**src/rtl/core/gnp_bank.sv**
```systemverilog
// ----------------------------------------------------------------------------
// gnp_bank
// gradient memory bank, one write port and two registered read ports
// ----------------------------------------------------------------------------
module gnp_bank #(
    parameter int ADDR_W = 7,
    parameter int DATA_W = 30
) (
    input  logic              i_clk,
    input  logic              i_en,
    input  logic              i_we,
    input  logic [ADDR_W-1:0] i_waddr,
    input  logic [DATA_W-1:0] i_wdata,
    input  logic [ADDR_W-1:0] i_raddr_a,
    input  logic [ADDR_W-1:0] i_raddr_b,
    output logic [DATA_W-1:0] o_rdata_a,
    output logic [DATA_W-1:0] o_rdata_b
);

    logic [DATA_W-1:0] r_mem [2**ADDR_W];
    logic [DATA_W-1:0] r_rdata_a;
    logic [DATA_W-1:0] r_rdata_b;

    always_ff @(posedge i_clk) begin
        if (i_we) begin
            r_mem[i_waddr] <= i_wdata;
        end
        if (i_en) begin
            r_rdata_a <= r_mem[i_raddr_a];
            r_rdata_b <= r_mem[i_raddr_b];
        end
    end

    assign o_rdata_a = r_rdata_a;
    assign o_rdata_b = r_rdata_b;

endmodule

```
**config.mk**
```make
export PLATFORM = sky130hd
export DESIGN_NAME = gnp_bank
export DESIGN_NICKNAME = d
export VERILOG_FILES = /design/src/rtl/core/gnp_bank.sv
export SDC_FILE = /design/constraint.sdc
export NUM_CORES = 2
export LEC_CHECK = 0
export BUFFER_PORTS_ARGS = -buffer_cell sky130_fd_sc_hd__buf_2
export CORE_MARGIN = 5
export CORE_UTILIZATION = 60
export DETAILED_ROUTE_END_ITERATION = 10
export PLACE_DENSITY_LB_ADDON = 0.08
export SLEW_MARGIN = 10
export SYNTH_ARGS = -nofsm -noshare
export SYNTH_HDL_FRONTEND = slang
export SYNTH_SLANG_ARGS = --single-unit
```
**constraint.sdc**
```tcl
create_clock -name i_clk -period 10.25 [get_ports i_clk]
set_input_delay 0.5125 -clock i_clk [delete_from_list [all_inputs] [get_ports i_clk]]
set_output_delay 0.5125 -clock i_clk [all_outputs]
set_load 0.03 [all_outputs]
```
After elaboration in Yosys (flattened, before gate mapping)
Memory sizes are Yosys's and may differ from the RTL's. A register that Yosys moved wholly into a read port is not among the register bits.
Index checks and enable logic that the tools add are counted.
- mux-type cells: 2
- operators by type and width (cell ; count):
    $mux 1 ; 2
- bits in registers: 0
- bits in writable memories: 3840
- input port bits: 54
- output and inout port bits: 60
- logic and storage cells: 3
- memories: 1
- memory list (name ; words ; width ; read ports ; clocked after Yosys merged registers in ; wr ports ; line ; source):
    r_mem ; 128 ; 30 ; 2 ; 2 ; 1 ; 20 ; logic [DATA_W-1:0] r_mem [2**ADDR_W];

Logic depth before layout (Yosys ltp)
- depth in word-level cells: 2
- gate-level depth with buffers: 8

Worst setup path after synthesis
Ideal clock, no wire load.
- kind: input -> register
- from: input i_we
- to: memory r_mem[98][0] (enable)
- arrival time: 3.156 ns
- required time: 9.795 ns
- slack: 6.639 ns
- stages: 3
- path through: clkbuf_1 nand4_1 nor3_1
- cells in the longest elaborated chain, start to end: 2
- ends and longest elaborated chain (what ; line ; source):
    from (decl) ; 11 ; input logic i_we,
    $mux 1 ; 25 ; if (i_we) begin
    $mux 1 (implied by the code) ; 26 ; r_mem[i_waddr] <= i_wdata;
    to (decl) ; 20 ;
Every way passes these cells.

==> impl_summary.md <==
Synth
The share of synthesized area in the top cell type comes to 66.0%. The dominant combinational cell family by area after synthesis is multiplexers. Summing the areas of all compound-gate instances in the mapped netlist gives 0% of the synthesized area.

Counting instances in the post-synthesis netlist gives the leading cell types as sky130_fd_sc_hd__edfxtp_1 (3900), sky130_fd_sc_hd__mux4_2 (2520), sky130_fd_sc_hd__clkbuf_1 (371). sky130_fd_sc_hd__edfxtp_1 takes more of the synthesized area than any other cell. The mean area per synthesized cell is 24.6 um2. In the post-synthesis netlist, the cell with the most instances is sky130_fd_sc_hd__edfxtp_1.

The share of the Yosys chip area taken by registers is 66.0%. Counting flops and latches in the post-synthesis netlist gives 3900. Among all flip-flop cells after synthesis, the most frequent one is sky130_fd_sc_hd__edfxtp_1. The fraction of synthesized area in multiplexers is 32.3%. Synthesis produced a netlist whose cell count is 7233. Sorting the synthesized cells by area gives the leading types as sky130_fd_sc_hd__edfxtp_1 (66%), sky130_fd_sc_hd__mux4_2 (32%), sky130_fd_sc_hd__clkbuf_1 (0.78%). The total standard cell area after synthesis is 178000 um2. The arithmetic-cell share of the synthesized area counting full adders, half adders and majority gates is 0%. Synthesis instantiated 15 different standard cells from the library. The total nets after synthesis is 7287. The fraction of registers with async set or reset after synthesis is 0%. After Yosys synthesis, XOR and XNOR cells account for 0% of the synthesized area. The area share of and/or/nand/nor cells after synthesis is 0.392%. The number of warnings issued by yosys is 0. The number of enable flip-flop cells after synthesis is 3900.

Clock network
TritonCTS built the clock tree. The clock root buffer is sky130_fd_sc_hd__clkbuf_16. Once the clock tree was built, the resizer swapped 0 gates to a different size. After clock tree synthesis, the clock-pin slew on the worst setup and hold paths is 60 ps.

The count of clock tree sinks is 3900. The buffers inserted during post-CTS setup optimization is 0. The later pin in the worst-skew pair is clocked with a latency of 960 ps.

In this run, post-CTS hold repair placed 24 buffers. The largest buffer count on any clock path is 4. The number of buffers inserted during clock tree synthesis is 397. The H-tree was split into 5 levels.

Detailed routing
Once detail routing completed, the nets flagged for antenna violations numbered 0. The number of vias after detailed routing is 93544. The first TritonRoute pass finished after 5 iterations. After detailed routing, the number of remaining DRC violations is 0. Summed over all layers, the routed wires come to 544000 um. The via count normalized by instance count is 7.98. Dividing the detail-routed wire length by the instance count gives 46.4 um.

The number of design-rule violations left by the first detailed-router iteration is 16014.

Power
The maximum vdd drop is 0.000218 V. Dividing total power by cell area gives a power density of 177 nW/um2. The static leakage power is 0.0597 uW.

Timing
The worst path in the final design needs a cycle of 4030 ps, including I/O delays and setup. The final period utilization is 39.4%. Measured against its own limit, the worst slew margin works out to 12.6%. The total count of hold-check failures in the final report is 0.

Setup repair after global routing left no endpoint under its margin. The slew at the pin closest to its max-slew limit is 1310 ps. The final count of negative-setup-slack endpoints is 0. The final max-slew violation count is 0.

Setup total negative slack on the finished layout was measured at 0 ps. Static timing analysis puts the maximum clock frequency at 248 MHz. The final clock skew is 33.3 ps.

Run status
The run finished with clean final reports.

Cells and area
The final instance count without filler cells is 11724. The area growth from synthesis to layout is 11.0%. For this run, the post-layout net count is 7489. The post-route netlist has 46.5% of its cells at a drive strength greater than 1.

Global route
The number of antenna violations at the first check in global routing is 73. Global routing consumed, over all layers together, 35.7% of the routing resources. The wire length of the first global-routing pass is 753000 um. Summed over all layers, the global routing overflow is 0. The maximum number of pins on one net before global-route repair is 136. The number of global-route vias before repair is 93579.

Floorplan
The top-level port count is 114. The number of cell rows is 199. The die covers 307000 um2. The chip height is 554 um.

The floorplan step defined a core boundary enclosing 294000 um2. Once the floorplan was initialized, standard cells occupied 60.3% of the core. The width of the die is 554 um.

Setup path
The required time of the critical path is 10940 ps. The critical path class is input pin to register. STA classifies the critical path endpoint as a register. The critical-path maximum fanout is 95. The worst setup path is launched from an input pin. At the worst endpoint, the arrival time is 4720 ps.

Hold path
The class of the most critical hold timing path is input pin to register.

Placed design
The HPWL after detailed placement is 291000 um. The cell count after placement is 10931. The routability congestion estimate is 0.845. During placement, the flow inserted port buffers numbering 113.

Flow run
The count of maximum capacitance violations is 0.
-- final cells by class --
type	count	area (um2)
sequential	3900	117000
fill	18194	97200
multi-input combinational	2750	59100
clock buffer	493	10500
tap	3919	4900
timing repair buffer	386	3280
clock inverter	233	2130
antenna	43	108
-- final timing paths --
kind                           start                 endpoint  slack, ps  depth (start not counted)
max                     i_raddr_a[0]  o_rdata_a[12]$_DFFE_PP_       6220                          7
min                      i_wdata[18]  r_mem[32][18]$_DFFE_PP_         50                          1
max reg2reg   r_mem[55][7]$_DFFE_PP_   o_rdata_a[7]$_DFFE_PP_       7470                          4
min reg2reg  r_mem[93][19]$_DFFE_PP_  o_rdata_a[19]$_DFFE_PP_       1210                          4
-- layout by cell type, fill, tap and decap left out, types with 43 or more instances in the layout --
master / instances
sky130_fd_sc_hd__buf_2: 69
sky130_fd_sc_hd__clkinv_1: 104
sky130_fd_sc_hd__nor2_4: 119
sky130_fd_sc_hd__edfxtp_1: 3900
sky130_fd_sc_hd__mux2_2: 60
sky130_fd_sc_hd__clkinv_2: 63
sky130_fd_sc_hd__buf_4: 250
sky130_fd_sc_hd__clkbuf_1: 86
sky130_fd_sc_hd__clkbuf_16: 407
sky130_fd_sc_hd__mux4_2: 2520
sky130_fd_sc_hd__diode_2: 43
-- worst max-delay path, stage by stage --
cell and delay (ps):
sky130_fd_sc_hd__buf_12 530, sky130_fd_sc_hd__buf_4 700, sky130_fd_sc_hd__buf_4 820, sky130_fd_sc_hd__mux4_2 620, sky130_fd_sc_hd__mux4_2 500, sky130_fd_sc_hd__mux4_2 520, sky130_fd_sc_hd__mux2_2 280
-- flip-flops by register name, indices dropped and copies added, names as in the netlist --
| register | cells |
|---|---|
| o_rdata_a | 30 |
| o_rdata_b | 30 |
| r_mem | 3840 |
-- logic make-up after synthesis --
kind of cell,Yosys count
DFF,3900
and+or+nand+nor,170
buffers and inverters,583
muxes,2580
-- metrics by stage --
stage / instance area, um2 / hold WS, ps / util (%) / total power (uW) / setup WS [ps]
3_5_place_dp: 184000 / 782 / 62.6 / 20900 / 5150
5_1_grt: 197000 / 45.0 / 67.0 / 35800 / 5890
4_1_cts: 197000 / 1.83 / 66.9 / 34900 / 6170
2_1_floorplan: 178000 / 611 / - / 19700 / 6640
3_3_place_gp: 184000 / 776 / 62.6 / 20800 / 5180
6_report: 197000 / 46.4 / 67.0 / 34900 / 6220
-- power breakdown --
group | internal (uW) | total (uW) | switching (uW)
Combinational | 1220 | 2800 | 1580
Clock | 8180 | 14300 | 6140
Sequential | 17700 | 17800 | 98.8
-- metal layers --
layer  vias up  track usage, %  part of all wire, %
met2      7298            53.1                   47
met3      1268            10.3                   14
li1      33686               -                    -
met1     51252            50.1                   34
met4        40            16.7                  5.4
met5         -               0                0.043
Power figures use the tool's default switching activity.
