<file path="src/rtl/core/gnp_div.sv">
// ----------------------------------------------------------------------------
// gnp_div
// pipelined restoring divider, one quotient bit per stage, integer then fraction
// ----------------------------------------------------------------------------
module gnp_div #(
    parameter int NUM_W  = 10,
    parameter int DEN_W  = 10,
    parameter int FRAC_W = 16
) (
    input  logic              i_clk,
    input  logic              i_en,
    input  logic [NUM_W-1:0]  i_num,
    input  logic [DEN_W-1:0]  i_den,
    output logic [NUM_W-1:0]  o_quot,
    output logic [DEN_W-1:0]  o_rem,
    output logic [FRAC_W-1:0] o_frac
);

    localparam int STAGES = NUM_W + FRAC_W;

    logic [NUM_W-1:0]  r_num  [STAGES];
    logic [NUM_W-1:0]  r_quot [STAGES];
    logic [DEN_W-1:0]  r_rem  [STAGES];
    logic [DEN_W-1:0]  r_dx   [STAGES];
    logic [FRAC_W-1:0] r_frac [STAGES];

    for (genvar k = 0; k < STAGES; k++) begin : g_stage
        logic [NUM_W-1:0]  num_in;
        logic [NUM_W-1:0]  quot_in;
        logic [DEN_W-1:0]  rem_in;
        logic [DEN_W-1:0]  dx_in;
        logic [FRAC_W-1:0] frac_in;
        logic [DEN_W:0]    trial;
        logic              fits;
        logic [DEN_W-1:0]  n_rem;
        logic [NUM_W-1:0]  n_quot;
        logic [DEN_W-1:0]  n_dx;
        logic [FRAC_W-1:0] n_frac;

        if (k == 0) begin : g_first
            assign num_in  = i_num;
            assign quot_in = '0;
            assign rem_in  = '0;
            assign dx_in   = '0;
            assign frac_in = '0;
        end else begin : g_next
            assign num_in  = r_num[k-1];
            assign quot_in = r_quot[k-1];
            assign rem_in  = r_rem[k-1];
            assign dx_in   = r_dx[k-1];
            assign frac_in = r_frac[k-1];
        end

        // integer bits bring in the dividend, fraction bits bring in zeros
        if (k < NUM_W) begin : g_int
            assign trial = {rem_in, num_in[NUM_W-1-k]};
            always_comb begin
                n_quot = quot_in;
                n_quot[NUM_W-1-k] = fits;
            end
            assign n_dx   = n_rem;
            assign n_frac = frac_in;
        end else begin : g_frac
            assign trial = {rem_in, 1'b0};
            always_comb begin
                n_frac = frac_in;
                n_frac[STAGES-1-k] = fits;
            end
            assign n_quot = quot_in;
            assign n_dx   = dx_in;
        end

        assign fits  = trial >= {1'b0, i_den};
        assign n_rem = fits ? DEN_W'(trial - {1'b0, i_den}) : trial[DEN_W-1:0];

        always_ff @(posedge i_clk) begin
            if (i_en) begin
                r_num[k]  <= num_in;
                r_quot[k] <= n_quot;
                r_rem[k]  <= n_rem;
                r_dx[k]   <= n_dx;
                r_frac[k] <= n_frac;
            end
        end
    end

    assign o_quot = r_quot[STAGES-1];
    assign o_rem  = r_dx[STAGES-1];
    assign o_frac = r_frac[STAGES-1];

endmodule

</file>
<file path="config.mk">
export PLATFORM = sky130hd
export DESIGN_NAME = gnp_div
export DESIGN_NICKNAME = d
export VERILOG_FILES = /design/src/rtl/core/gnp_div.sv
export SDC_FILE = /design/constraint.sdc
export NUM_CORES = 1
export LEC_CHECK = 0
export BUFFER_PORTS_ARGS = -buffer_cell sky130_fd_sc_hd__buf_2
export CORE_ASPECT_RATIO = 0.8
export CORE_MARGIN = 3
export CORE_UTILIZATION = 43
export CTS_BUF_LIST = sky130_fd_sc_hd__clkbuf_8
export DETAILED_ROUTE_END_ITERATION = 10
export GPL_ROUTABILITY_DRIVEN = 0
export PLACE_DENSITY = 0.62
export SLEW_MARGIN = 20
export SYNTH_ARGS = -nofsm -noshare
export SYNTH_HDL_FRONTEND = slang
export SYNTH_SLANG_ARGS = --single-unit
export TNS_END_PERCENT = 50
</file>
<file path="constraint.sdc">
create_clock -name i_clk -period 4.55 [get_ports i_clk]
set_input_delay 0.455 -clock i_clk [delete_from_list [all_inputs] [get_ports i_clk]]
set_output_delay 0.455 -clock i_clk [all_outputs]
set_load 0.02 [all_outputs]
</file>
# After elaboration in Yosys (flattened, before gate mapping)
# Memories as Yosys holds them, arrays and structs flattened.
# Index checks and enable logic that the tools add are counted.
# classes
n_addsub	26
order_cmp	26
mux	28
# op_table
cell	n
greater-or-equal comparator 11 x 10 -> 1 bit	25
2-to-1 mux 10 bit	26
subtractor 10 bit	25
greater-or-equal comparator 1 x 10 -> 1 bit	1
subtractor 1 x 10 -> 10 bit	1
2-to-1 mux 1 bit	2
# totals
ff_bits	0
ramBits	1456
output_inout_bits	36
wordCells	85
mem_count	5
# memory_table
memory	words	width	rd	rd_clocked_by_memory_dff	write_ports	line	source
r_frac	26	16	26	0	26	25	logic [FRAC_W-1:0] r_frac [STAGES];
r_dx	26	10	17	0	26	24	logic [DEN_W-1:0] r_dx [STAGES];
r_num	26	10	25	0	26	21	logic [NUM_W-1:0] r_num [STAGES];
r_quot	26	10	26	0	26	22	logic [NUM_W-1:0] r_quot [STAGES];
r_rem	26	10	25	0	26	23	logic [DEN_W-1:0] r_rem [STAGES];

# Longest topological paths before layout
# An unclocked memory read counts as a cell.
# logic_depth
word_depth	3
mapped_depth	10
mapped_depth_nobuf	10

# Worst setup path before layout
# No wires, ideal clock.
# synth_path
path_type	input to register
from	input i_den[1]
to	memory r_rem[10][1] (netlist: r_rem[0][101]) (data pin)
arrival_ps	3729
slack_ps	561
path_stages	9
cell_sequence	inv_1 -> ha_1 -> nor2b_1 -> o31a_1 -> o21ai_1 -> o21ai_0 -> a41o_1 -> buf_2 -> mux2_2
# synth_rtl
item	line	source
start: declaration	13	input logic [DEN_W-1:0] i_den,
end: declaration	23	

==> results by group <==
Synth
  • Distinct cell type count of the synthesized netlist: 46
  • Share of synthesized cell area in full adder, half adder and majority cells: 9.84%
  • Fraction of synthesized area in multiplexers: 6.93%
  • Largest family of logic cells by synthesized area: adder cells
  • Most used standard cell by instance count after synthesis: sky130_fd_sc_hd__edfxtp_1
  • Mean area per synthesized cell: 15.7 sq um
  • Most numerous cell types in the synthesized netlist: sky130_fd_sc_hd__edfxtp_1 (806), sky130_fd_sc_hd__ha_1 (251), sky130_fd_sc_hd__a21oi_1 (140)
  • XOR/XNOR Fraction of Synth Area: 3.64%
  • Yosys Warn Count: 0
  • Post-Syn Nets: 2,643
  • Area contributors post-synth: sky130_fd_sc_hd__edfxtp_1 (66%), sky130_fd_sc_hd__ha_1 (8.5%), sky130_fd_sc_hd__mux2_2 (3.6%)
  • Flip-flop and latch count after synthesis: 806
  • Sequential fraction of the synthesis area: 65.8%
  • Number of synthesized flops with an enable pin: 806
  • Proportion of netlist area held by the largest area contributor: 65.8%
  • Post-synth top area cell: sky130_fd_sc_hd__edfxtp_1
  • Post-synthesis async set-or-reset flop share: 0%
  • Synth Area in Simple Gates: 4.00%
  • Syn Inst Count: 2,346
  • Area fraction in compound gates after synthesis: 8.73%
  • Top_reg_cell synth: sky130_fd_sc_hd__edfxtp_1
  • Synthesized area: 0.0368 sq mm

STA
  • Worst clock skew on the final layout: 22.6 ps
  • Setup TNS Final: 0 ps
  • Worst slew pin tran: 975 ps
  • Worst max-slew margin expressed relative to the limit: 35.0%
  • Fmax: 0.331 GHz
  • Number of slew-limit violations in the final report: 0
  • Number of hold violations in the final report: 0
  • Setup repair after global routing missed its margin: no
  • Final hold slack: 158 ps
  • Shortest clock period the worst path allows after layout: 3020 ps
  • Worst setup slack after layout: 1530 ps
  • Final critical-path share of the clock period: 66.4%
  • Final setup violating endpoints: 0

Routing
  • Average wire length per cell after detail routing: 17.2 um
  • Number of remaining DRC errors: 0
  • Routed wl met2: 28,400 um
  • Total vias in the final route: 19,700
  • Wire length reported by the detailed router: 64,400 um
  • Number of design-rule violations left by the first detailed-router iteration: 1,464
  • Via count normalized by instance count: 5.25
  • Wire length on met1: 31,100 um
  • Number of detailed-routing iterations run before antenna repair: 6
  • Remaining number of nets flagged by the antenna check after routing: 0
  • Highest metal layer with signal wires: met4
  • Routed met3 length: 3420 um

Finish
  • Final instance count without filler cells: 3,755
  • Layout Area Growth over Synthesis: 11.9%
  • Proportion of layout cells with a drive suffix above 1: 14.9%
  • Nets: 2,842

Pwr
  • Power per standard cell area: 624 mW/mm^2
  • Lkg Pwr: 15.3 nW
  • Peak ir drop on the vdd network: 258 uV

Critical path
  • CP endpoint: r_rem[0][32]
  • Critical Path RT: 5060 ps
  • Reg2reg start: r_rem[0][55]
  • CP Launch Point: i_den[1]
  • Nature of the critical path endpoint: flop
  • Cells on worst reg2reg path: 7
  • Data arrival time at the worst-slack endpoint: 3540 ps
  • Terminus of the critical flop-to-flop path: r_rem[0][69]
  • Kind of critical path: input pin to flop
  • Worst setup slack for register-to-register paths: 1750 ps
  • Highest net fanout along the worst path: 30
  • Startpoint kind of the worst setup timing path: input pin

Clock tree
  • CTS Root Cell: sky130_fd_sc_hd__clkbuf_8
  • # Post-CTS Setup Buffers: 0
  • Clock input transition at the sequential cells of the worst setup and hold paths: 60 ps
  • Clock net sink count: 806
  • Level count of the clock H-tree: 4
  • Number of clock buffers inserted by TritonCTS: 131
  • Maximum clock path buffer count: 3
  • Worst-Skew Late Latency: 780 ps
  • TritonCTS clock tree: done

Placed design
  • Final HPWL from detailed placement: 40,000 um
  • Post-place setup slack: 709 ps
  • Post-Place Cells: 3,517
  • Port Buffer Count: 57

Die
  • I/O Pins: 58
  • Chip Height: 268 um
  • Width of the chip: 333 um
  • Initial core utilization: 43.6%
  • Placement Rows: 95
  • Placeable core area: 0.0844 sq mm
  • Die Outline Area: 0.0891 sq mm

Flow run
  • Max Cap Viol: 0

Global route
  • First-pass GRT wire length: 105,000 um
  • Pin count of the biggest net entering global routing: 142
  • Initial antenna violation count: 1
  • Global route overflow: 0
  • Via count of the first global-routing pass: 20,100
  • Global Route Usage Sum: 14.7%

Hold path
  • HP Class: input pin to flop

Outcome
  • Run status: finished clean
==> worst max-delay path: stages <==
cell and delay [ps]:
sky130_fd_sc_hd__buf_2 110, sky130_fd_sc_hd__inv_2 690, sky130_fd_sc_hd__buf_4 390, sky130_fd_sc_hd__ha_1 280
sky130_fd_sc_hd__nand3b_1 110, sky130_fd_sc_hd__nand2_1 90, sky130_fd_sc_hd__a21oi_1 250, sky130_fd_sc_hd__a21oi_1 100
sky130_fd_sc_hd__or4_1 660, sky130_fd_sc_hd__mux2_2 380
==> state kept, by name, indices dropped and copies added, names as in the netlist <==
| signal | cells |
|---|---|
| r_rem | 250 |
| r_dx | 160 |
| r_num | 45 |
| r_frac | 136 |
| r_quot | 215 |
==> where the power goes <==
| group | internal, W | leakage (nW) | switching, W |
|---|---|---|---|
| Combinational | 0.00420 | 6.11 | 0.00435 |
| Sequential | 0.0104 | 7.85 | 0.000801 |
| Clock | 0.00308 | 1.36 | 0.00287 |
==> logic make-up after synthesis <==
group                    Yosys count
buffers and inverters             92
multiplexers                     225
flip-flops                       806
adder cells (fa/ha/maj)          275
XOR/XNOR                         153
AO/OA/AOI/OAI                    484
AND/OR/NAND/NOR                  311
==> area by class of cell <==
type,count,area [sq um]
inverter,65,244
clock buffer,131,1800
fill,7141,43200
timing repair buffer,93,666
sequential,806,24200
antenna,2,5.00
tap,1115,1400
clock inverter,95,664
multi-input combinational,1448,12200
==> stage by stage <==
| step | instance area (sq um) | utilization [%] | power, W |
|---|---|---|---|
| detailed placement | 38600 | 45.7 | 0.0197 |
| floorplan | 36800 | - | 0.0178 |
| global route | 41200 | 48.8 | 0.0275 |
| global placement | 38600 | 45.7 | 0.0194 |
| finish | 41200 | 48.8 | 0.0257 |
| CTS | 41200 | 48.8 | 0.0260 |
==> routing by layer <==
layer | global-route usage [%] | vias up
met5 | 0 | -
met4 | 5.97 | 0
met3 | 3.10 | 125
met2 | 22.3 | 427
met1 | 20.8 | 9620
li1 | - | 9555
==> cells in the final DEF, fill, tap and decap left out, types with 31 or more instances in the layout <==
cell,netlist,routed
sky130_fd_sc_hd__mux2_2,118,118
sky130_fd_sc_hd__mux2_1,88,88
sky130_fd_sc_hd__xnor2_1,81,81
sky130_fd_sc_hd__buf_2,22,56
sky130_fd_sc_hd__nor2b_1,41,41
sky130_fd_sc_hd__clkbuf_8,0,131
sky130_fd_sc_hd__o21bai_1,31,31
sky130_fd_sc_hd__a21oi_1,140,140
sky130_fd_sc_hd__a21o_1,42,42
sky130_fd_sc_hd__o21a_1,56,56
sky130_fd_sc_hd__o21ai_0,68,68
sky130_fd_sc_hd__xor2_1,72,72
sky130_fd_sc_hd__inv_1,65,92
sky130_fd_sc_hd__a211oi_1,31,31
sky130_fd_sc_hd__nor2_1,105,105
sky130_fd_sc_hd__nand4_1,33,33
sky130_fd_sc_hd__ha_1,251,251
sky130_fd_sc_hd__edfxtp_1,806,806
sky130_fd_sc_hd__nand2_1,85,85
==> how the worst min path moves through the flow <==
stage                            from             to  depth (start not counted)
after floorplan           r_dx[1][20]    r_dx[1][30]                          0
after detailed placement  r_dx[1][35]    r_dx[1][45]                          0
final                            i_en  r_frac[19][7]                          1
after global routing             i_en  r_frac[19][7]                          1
after CTS                        i_en   r_rem[1][21]                          1
after global placement    r_dx[1][36]    r_dx[1][46]                          0
==> repair_timing <==
action,CTS,global route
hold buffers,10,0
hold endpoints to repair,10,0
resized for setup,0,0
Note: power is estimated with default switching activity, not from simulation.
